## config.mk

```make
export PLATFORM = sky130hd
export DESIGN_NAME = color_bar_pattern_generator_flat
export DESIGN_NICKNAME = d
export VERILOG_FILES = /design/src/cbar_pkg.sv /design/src/cbar_req_if.sv /design/src/cbar_res_if.sv /design/src/cbar_cfg_if.sv /design/src/cbar_cfg.sv /design/src/cbar_pipe.sv /design/src/color_bar_pattern_generator.sv /design/src/flat_wrapper.sv
export VERILOG_INCLUDE_DIRS = /design/src /design/src/src
export SDC_FILE = /design/constraint.sdc
export NUM_CORES = 1
export LEC_CHECK = 0
export BUFFER_PORTS_ARGS = -buffer_cell sky130_fd_sc_hd__buf_2
export CAP_MARGIN = 20
export CORE_MARGIN = 1.5
export CORE_UTILIZATION = 34
export DETAILED_ROUTE_END_ITERATION = 10
export PLACE_DENSITY_LB_ADDON = 0.2
export SKIP_LAST_GASP = 1
export SLEW_MARGIN = 20
export SYNTH_ARGS = -nofsm -noshare
export SYNTH_HDL_FRONTEND = slang
export SYNTH_SLANG_ARGS = --single-unit
```

## constraint.sdc

```tcl
create_clock -name clk -period 6.77 [get_ports clk]
set_input_delay 0.3385 -clock clk [delete_from_list [all_inputs] [get_ports clk]]
set_output_delay 0.3385 -clock clk [all_outputs]
set_load 0.005 [all_outputs]
```

## src/assert_macros.svh

```systemverilog
// Assertion macros for the RTL files of the color bar generator.
// No dependencies; cbar_pipe, which checks its own logic, includes this header.
`ifndef ASSERT_MACROS_SVH
`define ASSERT_MACROS_SVH

`ifndef SYNTH
// Clocked check, switched off while reset is asserted.
`define CBAR_ASSERT(label, clk, rst_n, prop) \
    label: assert property (@(posedge clk) disable iff (!rst_n) prop) \
        else $error("cbar assertion failed");
// Clocked check that also holds during reset.
`define CBAR_ASSERT_ALWAYS(label, clk, prop) \
    label: assert property (@(posedge clk) prop) \
        else $error("cbar assertion failed");
`else
`define CBAR_ASSERT(label, clk, rst_n, prop)
`define CBAR_ASSERT_ALWAYS(label, clk, prop)
`endif

`endif

```

## src/cbar_pkg.sv

```systemverilog
// Types, widths, constants and color tables of the color bar generator.
// No dependencies; used by the interfaces and every module.
`default_nettype none

package cbar_pkg;

    localparam int X_W        = 13;
    localparam int Y_W        = 13;
    localparam int DIM_W      = 14;
    localparam int ROW_W      = 13;
    localparam int COLOR_W    = 24;
    localparam int CFG_IDX_W  = 2;
    localparam int CFG_DATA_W = 14;
    localparam int BAR_COUNT  = 7;
    localparam int COL_W      = 3;
    localparam int BAR_W_W    = 12;   // screen width / 7
    localparam int MID_W      = 11;   // band / 12

    localparam int CBAR_MAX_DIM = 8192;

    localparam logic [DIM_W-1:0] WIDTH_RESET  = DIM_W'(640);
    localparam logic [DIM_W-1:0] HEIGHT_RESET = DIM_W'(480);
    localparam logic [ROW_W-1:0] ROW_RESET    = '0;

    // Reciprocals for the constant divides, exact over the operand ranges used
    localparam int RECIP_SHIFT = 17;
    localparam int RECIP7_W    = 15;
    localparam int RECIP3_W    = 16;
    localparam logic [RECIP7_W-1:0] RECIP7 = RECIP7_W'(18725);
    localparam logic [RECIP3_W-1:0] RECIP3 = RECIP3_W'(43691);

    typedef enum logic [CFG_IDX_W-1:0] {
        CFG_SCREEN_WIDTH,
        CFG_SCREEN_HEIGHT,
        CFG_FIRST_ROW
    } cfg_index_t;

    typedef enum logic [1:0] {
        PART_TOP,
        PART_MID,
        PART_BOT
    } part_t;

    // Geometry derived from the configuration, handed to the pixel pipeline
    typedef struct packed {
        logic [ROW_W-1:0]                  fr;
        logic [DIM_W-1:0]                  hgt;
        logic                              start_ok;
        logic [DIM_W-1:0]                  top_h;
        logic [MID_W-1:0]                  mid_h;
        logic [BAR_COUNT-1:0][DIM_W-1:0]   thr;     // bar_w * (k + 1)
    } cbar_geom_t;

    localparam logic [COLOR_W-1:0] UPPER_BAR_RGB [BAR_COUNT] = '{
        24'hC0C0C0, 24'hFFFF00, 24'h00FFFF, 24'h00FF00, 24'hFF00FF, 24'hFF0000, 24'h0000FF
    };
    localparam logic [COLOR_W-1:0] STRIP_BAR_RGB [BAR_COUNT] = '{
        24'h0000FF, 24'h000000, 24'hFF00FF, 24'h000000, 24'h00FFFF, 24'h000000, 24'hC0C0C0
    };
    localparam logic [COLOR_W-1:0] LOWER_BAR_RGB [BAR_COUNT] = '{
        24'h0D2B45, 24'hFFFFFF, 24'h1A0A2E, 24'h000000, 24'h000000, 24'h000000, 24'hC0C0C0
    };

    function automatic logic [COLOR_W-1:0] cbar_color(part_t part, logic [COL_W-1:0] col);
        logic [COLOR_W-1:0] color;
        color = '0;
        if (col < COL_W'(BAR_COUNT))
        begin
            unique case (part)
                PART_TOP: color = UPPER_BAR_RGB[col];
                PART_MID: color = STRIP_BAR_RGB[col];
                PART_BOT: color = LOWER_BAR_RGB[col];
                default:  color = '0;
            endcase
        end
        return color;
    endfunction

endpackage

`default_nettype wire

```

## src/cbar_req_if.sv

```systemverilog
// Pixel coordinate channel of the color bar generator.
// Depends on cbar_pkg for the field widths.
`default_nettype none

interface cbar_req_if
    import cbar_pkg::*;
();
    logic           valid;
    logic           ready;
    logic [X_W-1:0] pixel_x;
    logic [Y_W-1:0] pixel_y;

    modport source (output valid, output pixel_x, output pixel_y, input ready);
    modport sink   (input valid, input pixel_x, input pixel_y, output ready);
endinterface

`default_nettype wire

```

## src/cbar_res_if.sv

```systemverilog
// Pixel color result channel of the color bar generator.
// Depends on cbar_pkg for the field widths.
`default_nettype none

interface cbar_res_if
    import cbar_pkg::*;
();
    logic               valid;
    logic               ready;
    logic               painted;
    logic [COLOR_W-1:0] pixel_color;

    modport source (output valid, output painted, output pixel_color, input ready);
    modport sink   (input valid, input painted, input pixel_color, output ready);
endinterface

`default_nettype wire

```

## src/cbar_cfg_if.sv

```systemverilog
// Register write channel of the color bar generator.
// Depends on cbar_pkg for the index and data widths.
`default_nettype none

interface cbar_cfg_if
    import cbar_pkg::*;
();
    logic                  valid;
    logic                  ready;
    logic [CFG_IDX_W-1:0]  index;
    logic [CFG_DATA_W-1:0] data;

    modport source (output valid, output index, output data, input ready);
    modport sink   (input valid, input index, input data, output ready);
endinterface

`default_nettype wire

```

## src/cbar_cfg.sv

```systemverilog
// Configuration registers and the staged geometry derived from them.
// Depends on cbar_pkg and cbar_cfg_if.
`default_nettype none

module cbar_cfg
    import cbar_pkg::*;
#(
    parameter int MAX_DIM = CBAR_MAX_DIM
)
(
    input  wire logic   clk,
    input  wire logic   rst_n,
    cbar_cfg_if.sink    cfg,
    output cbar_geom_t  geom
);

    localparam int PROD7_W = DIM_W + RECIP7_W;
    localparam int PROD3_W = DIM_W + 1 + RECIP3_W;
    localparam int PRODM_W = DIM_W - 2 + RECIP3_W;

    logic [DIM_W-1:0] sw_reg;
    logic [DIM_W-1:0] sh_reg;
    logic [ROW_W-1:0] fr_reg;

    // level 1: clamped sizes and band
    logic [DIM_W-1:0] wid_reg, wid_next;
    logic [DIM_W-1:0] hgt_reg, hgt_next;
    logic [DIM_W-1:0] band_reg, band_next;
    logic             start_ok_reg, start_ok_next;

    // level 2: constant divides
    logic [BAR_W_W-1:0] bar_w_reg, bar_w_next;
    logic [DIM_W-1:0]   top_h_reg, top_h_next;
    logic [MID_W-1:0]   mid_h_reg, mid_h_next;
    logic [PROD7_W-1:0] prod7;
    logic [PROD3_W-1:0] prod3;
    logic [PRODM_W-1:0] prodm;

    // level 3: bar edges
    logic [BAR_COUNT-1:0][DIM_W-1:0] thr_reg, thr_next;

    assign cfg.ready = 1'b1;

    always_ff @(posedge clk or negedge rst_n)
    begin
        if (!rst_n)
        begin
            sw_reg <= WIDTH_RESET;
            sh_reg <= HEIGHT_RESET;
            fr_reg <= ROW_RESET;
        end
        else if (cfg.valid && cfg.ready)
        begin
            unique case (cfg_index_t'(cfg.index))
                CFG_SCREEN_WIDTH:  sw_reg <= cfg.data[DIM_W-1:0];
                CFG_SCREEN_HEIGHT: sh_reg <= cfg.data[DIM_W-1:0];
                CFG_FIRST_ROW:     fr_reg <= cfg.data[ROW_W-1:0];
                default:           ;   // unknown register, dropped
            endcase
        end
    end

    always_comb
    begin
        wid_next      = (32'(sw_reg) > 32'(MAX_DIM)) ? DIM_W'(MAX_DIM) : sw_reg;
        hgt_next      = (32'(sh_reg) > 32'(MAX_DIM)) ? DIM_W'(MAX_DIM) : sh_reg;
        start_ok_next = {1'b0, fr_reg} < hgt_next;
        band_next     = hgt_next - {1'b0, fr_reg};
    end

    always_comb
    begin
        prod7      = PROD7_W'(wid_reg) * PROD7_W'(RECIP7);
        prod3      = PROD3_W'({band_reg, 1'b0}) * PROD3_W'(RECIP3);
        prodm      = PRODM_W'(band_reg[DIM_W-1:2]) * PRODM_W'(RECIP3);
        bar_w_next = prod7[RECIP_SHIFT +: BAR_W_W];
        top_h_next = prod3[RECIP_SHIFT +: DIM_W];
        mid_h_next = prodm[RECIP_SHIFT +: MID_W];
    end

    always_comb
    begin
        for (int k = 0; k < BAR_COUNT; k++)
        begin
            thr_next[k] = DIM_W'(32'(bar_w_reg) * (k + 1));
        end
    end

    // Derived values follow the registers every cycle; no reset needed
    always_ff @(posedge clk)
    begin
        wid_reg      <= wid_next;
        hgt_reg      <= hgt_next;
        band_reg     <= band_next;
        start_ok_reg <= start_ok_next;
        bar_w_reg    <= bar_w_next;
        top_h_reg    <= top_h_next;
        mid_h_reg    <= mid_h_next;
        thr_reg      <= thr_next;
    end

    always_comb
    begin
        geom.fr       = fr_reg;
        geom.hgt      = hgt_reg;
        geom.start_ok = start_ok_reg;
        geom.top_h    = top_h_reg;
        geom.mid_h    = mid_h_reg;
        geom.thr      = thr_reg;
    end

endmodule

`default_nettype wire

```

## src/cbar_pipe.sv

```systemverilog
// Six-stage pixel pipeline: row checks, part select, bar index, color lookup.
// Depends on cbar_pkg, cbar_req_if, cbar_res_if and assert_macros.svh.
`default_nettype none
`include "assert_macros.svh"

module cbar_pipe
    import cbar_pkg::*;
(
    input  wire logic   clk,
    input  wire logic   rst_n,
    input  cbar_geom_t  geom,
    cbar_req_if.sink    req,
    cbar_res_if.source  rsp
);

    localparam int NSTG = 6;

    logic [NSTG-1:0] vld_reg, vld_next;
    logic [NSTG-1:0] adv;

    // stage 0: captured coordinate
    logic [X_W-1:0] x_s0_reg;
    logic [Y_W-1:0] y_s0_reg;
    // stage 1: row relative to the pattern start
    logic [X_W-1:0]   x_s1_reg;
    logic [Y_W-1:0]   y_s1_reg;
    logic [ROW_W-1:0] rel_s1_reg;
    logic             above_s1_reg;
    // stage 2: vertical coverage
    logic [X_W-1:0]   x_s2_reg;
    logic [ROW_W-1:0] rel_s2_reg;
    logic             ok_s2_reg;
    // stage 3: part of the band
    logic [X_W-1:0] x_s3_reg;
    logic           ok_s3_reg;
    part_t          part_s3_reg, part_s3_next;
    logic [DIM_W-1:0] rel_off;
    // stage 4: bar index
    logic             ok_s4_reg, ok_s4_next;
    part_t            part_s4_reg;
    logic [COL_W-1:0] col_s4_reg, col_s4_next;
    logic [BAR_COUNT-2:0] ge;
    // stage 5: result
    logic               painted_s5_reg;
    logic [COLOR_W-1:0] color_s5_reg;

    // A stage loads when it is empty or its content moves on
    always_comb
    begin
        adv[NSTG-1] = !vld_reg[NSTG-1] || rsp.ready;
        for (int i = NSTG - 2; i >= 0; i--)
        begin
            adv[i] = !vld_reg[i] || adv[i+1];
        end
        vld_next = vld_reg;
        if (adv[0])
        begin
            vld_next[0] = req.valid;
        end
        for (int i = 1; i < NSTG; i++)
        begin
            if (adv[i])
            begin
                vld_next[i] = vld_reg[i-1];
            end
        end
    end

    assign req.ready = adv[0];

    always_ff @(posedge clk or negedge rst_n)
    begin
        if (!rst_n)
        begin
            vld_reg <= '0;
        end
        else
        begin
            vld_reg <= vld_next;
        end
    end

    always_comb
    begin
        rel_off = {1'b0, rel_s2_reg} - geom.top_h;
        if ({1'b0, rel_s2_reg} < geom.top_h)
        begin
            part_s3_next = PART_TOP;
        end
        else if (rel_off < DIM_W'(geom.mid_h))
        begin
            part_s3_next = PART_MID;
        end
        else
        begin
            part_s3_next = PART_BOT;
        end
    end

    always_comb
    begin
        for (int k = 0; k < BAR_COUNT - 1; k++)
        begin
            ge[k] = {1'b0, x_s3_reg} >= geom.thr[k];
        end
        col_s4_next = COL_W'($countones(ge));
        // beyond seven bar widths, or a zero bar width, stays unpainted
        ok_s4_next  = ok_s3_reg && ({1'b0, x_s3_reg} < geom.thr[BAR_COUNT-1]);
    end

    always_ff @(posedge clk)
    begin
        if (adv[0])
        begin
            x_s0_reg <= req.pixel_x;
            y_s0_reg <= req.pixel_y;
        end
        if (adv[1])
        begin
            x_s1_reg     <= x_s0_reg;
            y_s1_reg     <= y_s0_reg;
            rel_s1_reg   <= y_s0_reg - geom.fr;
            above_s1_reg <= y_s0_reg < geom.fr;
        end
        if (adv[2])
        begin
            x_s2_reg   <= x_s1_reg;
            rel_s2_reg <= rel_s1_reg;
            ok_s2_reg  <= !above_s1_reg && geom.start_ok && ({1'b0, y_s1_reg} < geom.hgt);
        end
        if (adv[3])
        begin
            x_s3_reg    <= x_s2_reg;
            ok_s3_reg   <= ok_s2_reg;
            part_s3_reg <= part_s3_next;
        end
        if (adv[4])
        begin
            ok_s4_reg   <= ok_s4_next;
            part_s4_reg <= part_s3_reg;
            col_s4_reg  <= col_s4_next;
        end
        if (adv[5])
        begin
            painted_s5_reg <= ok_s4_reg;
            color_s5_reg   <= ok_s4_reg ? cbar_color(part_s4_reg, col_s4_reg) : '0;
        end
    end

    assign rsp.valid       = vld_reg[NSTG-1];
    assign rsp.painted     = painted_s5_reg;
    assign rsp.pixel_color = color_s5_reg;

    // items in flight change only by what is accepted and delivered
    `CBAR_ASSERT(a_item_count, clk, rst_n, 1'b1 |=> ($countones(vld_reg) == $countones($past(vld_reg)) + int'($past(req.valid && req.ready)) - int'($past(rsp.valid && rsp.ready))))
    `CBAR_ASSERT(a_col_range, clk, rst_n, vld_reg[4] && ok_s4_reg |-> col_s4_reg < COL_W'(BAR_COUNT))
    `CBAR_ASSERT(a_stall_holds, clk, rst_n, vld_reg[4] && vld_reg[5] && !rsp.ready |=> vld_reg[4] && $stable(col_s4_reg) && $stable(ok_s4_reg))
    `CBAR_ASSERT_ALWAYS(a_unpainted_black, clk, vld_reg[5] && !painted_s5_reg |-> color_s5_reg == '0)

endmodule

`default_nettype wire

```

## src/color_bar_pattern_generator.sv

```systemverilog
// Top level of the color bar test pattern generator.
// Depends on cbar_pkg, the three channel interfaces, cbar_cfg and cbar_pipe.
//
// Channel  Dir  Payload                          Accepted when
// cfg      in   index[1:0], data[13:0]           cfg.valid && cfg.ready (always ready)
// req      in   pixel_x[12:0], pixel_y[12:0]     req.valid && req.ready
// rsp      out  painted, pixel_color[23:0]       rsp.valid && rsp.ready
//
// One pixel per cycle sustained while rsp is ready; cbar_pipe has six register
// stages, and each accepted item moves through them in order, stage 0 to stage 5.
// Register geometry is staged via clamped sizes, constant divides and bar edges,
// and meets each item where used, so a write is in effect for the very next item.
// A stall at rsp holds each full stage whose later stages are all full; others still
// advance and fill, so ready at req drops only when all six stages hold items.
// rst_n clears the registers to 640 x 480, first row 0, and empties the pipeline.
`default_nettype none

module color_bar_pattern_generator
    import cbar_pkg::*;
#(
    parameter int MAX_DIM = CBAR_MAX_DIM
)
(
    input  wire logic  clk,
    input  wire logic  rst_n,
    cbar_cfg_if.sink   cfg,
    cbar_req_if.sink   req,
    cbar_res_if.source rsp
);

    cbar_geom_t geom;

    cbar_cfg #(
        .MAX_DIM (MAX_DIM)
    ) u_cfg (
        .clk   (clk),
        .rst_n (rst_n),
        .cfg   (cfg),
        .geom  (geom)
    );

    cbar_pipe u_pipe (
        .clk   (clk),
        .rst_n (rst_n),
        .geom  (geom),
        .req   (req),
        .rsp   (rsp)
    );

endmodule

`default_nettype wire
```

## src/flat_wrapper.sv

```systemverilog
// flat-port wrapper written by rule: the top's interface ports become plain ports
module color_bar_pattern_generator_flat import cbar_pkg::*;
#(
    parameter int MAX_DIM = CBAR_MAX_DIM
)
  (clk, rst_n, cfg_valid, cfg_index, cfg_data, cfg_ready, req_valid, req_pixel_x, req_pixel_y, req_ready, rsp_valid, rsp_painted, rsp_pixel_color, rsp_ready);
  cbar_cfg_if cfg_i ();
  cbar_req_if req_i ();
  cbar_res_if rsp_i ();
  input  wire logic clk;
  input  wire logic rst_n;
  input wire logic [$bits(cfg_i.valid)-1:0] cfg_valid;
  input wire logic [$bits(cfg_i.index)-1:0] cfg_index;
  input wire logic [$bits(cfg_i.data)-1:0] cfg_data;
  output wire logic [$bits(cfg_i.ready)-1:0] cfg_ready;
  input wire logic [$bits(req_i.valid)-1:0] req_valid;
  input wire logic [$bits(req_i.pixel_x)-1:0] req_pixel_x;
  input wire logic [$bits(req_i.pixel_y)-1:0] req_pixel_y;
  output wire logic [$bits(req_i.ready)-1:0] req_ready;
  output wire logic [$bits(rsp_i.valid)-1:0] rsp_valid;
  output wire logic [$bits(rsp_i.painted)-1:0] rsp_painted;
  output wire logic [$bits(rsp_i.pixel_color)-1:0] rsp_pixel_color;
  input wire logic [$bits(rsp_i.ready)-1:0] rsp_ready;
  assign cfg_i.valid = cfg_valid;
  assign cfg_i.index = cfg_index;
  assign cfg_i.data = cfg_data;
  assign cfg_ready = cfg_i.ready;
  assign req_i.valid = req_valid;
  assign req_i.pixel_x = req_pixel_x;
  assign req_i.pixel_y = req_pixel_y;
  assign req_ready = req_i.ready;
  assign rsp_valid = rsp_i.valid;
  assign rsp_painted = rsp_i.painted;
  assign rsp_pixel_color = rsp_i.pixel_color;
  assign rsp_i.ready = rsp_ready;
  color_bar_pattern_generator #(.MAX_DIM(MAX_DIM)) u_core (.clk(clk), .rst_n(rst_n), .cfg(cfg_i), .req(req_i), .rsp(rsp_i));
endmodule
```

==> flow_metrics.tcl <==
set metrics [dict create \
    outcome "finished, final reports clean" \
    finalNetCount 2729 \
    drt-total-wl_microns 46200 \
    cp_max_fanout 4 \
    worst_r2r_endpoint "u_core.u_cfg.top_h_reg[13]" \
    core_sq_um 64300 \
    ctsResizeCount 0 \
    holdCritPathClass "in -> reg" \
    cts.repair_timing.setup_buffer_count 0 \
    dominant_register_cell_in_the_synthesized_netlist "edfxtp_1" \
    slew_headroom_pct 33.2 \
    transition_time_at_the_pin_with_the_least_slew_margin_ns 1.00 \
    cts_max_level 2 \
    synth_async_sr_flop_share_pct 15.3 \
    final_period_minus_worst_setup_slack_ns 5.73 \
    detailroute.via_count 14100 \
    syn-instance-count 2009 \
    floorplan.die_area_sq_um 66600 \
    max_cap_viols 0 \
    crit_path_start_kind "flip-flop" \
    drc_errors 0 \
    yosys-top-cells-count "414 x ha_1, 341 x inv_1, 138 x fa_1" \
    gr-usage-all-layers_pct 14.3 \
    final_layout_size_suffix_gt1_share_pct 8.85 \
    report.final.setup_viol 0 \
    min_period_over_period_pct 84.6 \
    fillers 6306 \
    worst_ep_arrival_time_ns 6.20 \
    port_buffers 73 \
    worst_hold_path.num_cells 2 \
    postSynthNetCount 2608 \
    yosys.area.top_type "ha_1" \
    syn-cell-area_sq_um 22100 \
    maximum_number_of_pins_on_one_net_before_global_route_repair 48 \
    timing.final.max_slew_violations 0 \
    antenna-diode-count 0 \
    area_growth_pct 12.8 \
    synth.yosys.warnings 0 \
    clock_sink_count 307 \
    clock_latency_ns 0.54 \
    multiInputGateArea_sq_um 13100 \
    grt_pass1_wl_microns 76900 \
    detail-route-antenna-nets 0 \
    finalCoreUtilization_pct 38.8 \
    drt-initial-drc-count 608 \
    grt_setup_unrepaired "false" \
    clock-skew-final_ns 0.00831 \
    reg2reg_depth 18 \
    post_synth_cell_types 72 \
    yosys.cell_count.top_type "ha_1" \
    final-hold-violation-count 0 \
    clk_path_buf_depth 3 \
    seqCellArea_sq_um 7700 \
    routed_via_density 4.69 \
    initial_utilization_pct 34.4 \
    floorplan.rows 93 \
    r2r_slack_ns 1.04 \
    clk_transition_reported_paths_ns 0.06 \
    io_pins 75 \
    gp_congestion 0.831 \
    synth.area.top_cells "ha_1 23%, edfxtp_1 18%, fa_1 12%" \
    largest_reg_flops 49 \
    dpl.hpwl_microns 37400 \
    post-synth-top-area-fraction_pct 23.4 \
    synthesized_area_divided_by_synthesized_cell_count_sq_um 11.0 \
    seq_area_frac_synth_pct 34.8 \
    fmax_mhz 175 \
    synth_enable_flop_cells 131 \
    setup.worst_path.end_class "flip-flop" \
    r2r-start "u_core.u_cfg.band_reg[10]" \
    cts-buffers-inserted 36 \
    fin_tns_setup_ns 0 \
    cts_tree "yes" \
    worst-setup-path-type "reg -> reg" \
    initial_antenna_violation_count 0 \
    drt_pre_antenna_iters 5 \
    aggregate_global_routing_overflow 0 \
    hold_path_startpoint "cfg_data[5]" \
    routed_wire_length_per_instance_microns 15.3 \
    critPathRequiredTime_ns 7.25 \
    synth-seq-cells 307 \
    chipHeight_microns 258 \
    root_buffer "clkbuf_16" \
    timing.hold.worst_endpoint "u_core.u_cfg.sh_reg[5]" \
    die_w_microns 258 \
    vias_in_the_first_global_route 15100 \
]
cell type report:
cell class	count	share of cell area, %
multi-input combinational	1339	52.2
sequential	307	30.8
inverter	342	5.14
tap	855	4.28
clock buffer	48	4.00
timing repair buffer	104	2.66
clock inverter	18	0.851
how the worst max path moves through the flow:
stage / from / to / slack, ns / depth (start not counted)
floorplan: u_core.u_cfg.band_reg[8] / u_core.u_cfg.top_h_reg[13] / 1.44 / 18
detailed placement: u_core.u_cfg.band_reg[10] / u_core.u_cfg.top_h_reg[13] / 1.06 / 18
global route: u_core.u_cfg.band_reg[5] / u_core.u_cfg.top_h_reg[13] / 0.69 / 19
finish: u_core.u_cfg.band_reg[10] / u_core.u_cfg.top_h_reg[13] / 1.04 / 18
CTS: u_core.u_cfg.band_reg[10] / u_core.u_cfg.top_h_reg[13] / 1.03 / 18
global placement: u_core.u_cfg.band_reg[10] / u_core.u_cfg.top_h_reg[13] / 1.09 / 18
cell families (layout without fill, tap and decap cells):
family	count (synthesis)	in the layout	share of synthesized area, %
buffers and inverters	363	512	6.32
muxes	45	45	2.32
DFF	307	307	34.8
xor gates and xnor gates	88	88	3.48
other	1	1	0.0169
adders and majority gates	552	552	35.9
and+or+nand+nor	329	329	7.73
AOI/OAI and AO/OA	324	324	9.46
metal layers:
| metal | routed length (microns) | track usage (%) |
|---|---|---|
| met5 | 0 | 0 |
| met4 | 1090 | 3.87 |
| met3 | 1580 | 2.12 |
| met2 | 20900 | 23.7 |
| met1 | 22700 | 19.6 |
stage by stage:
stage | setup WS (ns) | std cells | instance area (sq um) | hold WS, ns
detailed placement | 1.06 | 2920 | 23500 | 0.406
floorplan | 1.44 | 2009 | 22100 | 0.0429
finish | 1.04 | 3013 | 25000 | 0.0756
global route | 0.695 | 3013 | 25000 | 0.0522
global placement | 1.09 | 2920 | 23500 | 0.404
CTS | 1.03 | 3013 | 25000 | 0.0432
worst max-delay path: stages (launching register included):
cell     delay, ns
dfxtp_1       0.41
ha_1          0.32
fa_1          0.55
inv_1         0.10
fa_1          0.60
inv_1         0.08
fa_1          0.52
fa_1          0.58
fa_1          0.42
ha_1          0.34
nand2_1       0.07
nor2_1        0.04
a211o_1       0.28
a21oi_2       0.16
a31oi_1       0.18
a221o_1       0.39
a211o_1       0.30
a21oi_1       0.19
xnor2_1       0.13
repair_timing:
item                                    in CTS  in global routing
endpoints found under the hold margin       67                  0
endpoints found under the setup margin       0                  0
hold buffers                                27                  0
layout by cell type, fill, tap and decap left out, types with 41 or more instances in the layout:
| master | instances |
|---|---|
| fa_1 | 138 |
| a21oi_1 | 100 |
| a21o_1 | 51 |
| xnor2_1 | 62 |
| dfxtp_1 | 129 |
| buf_2 | 73 |
| nor2_1 | 75 |
| dfrtp_1 | 41 |
| nand2_1 | 57 |
| o21ai_0 | 48 |
| inv_1 | 341 |
| edfxtp_1 | 131 |
| ha_1 | 414 |
| nor2b_1 | 54 |
Power is not shown: default switching activity piles up to over one toggle a cycle in this logic, so the estimate is an artifact.
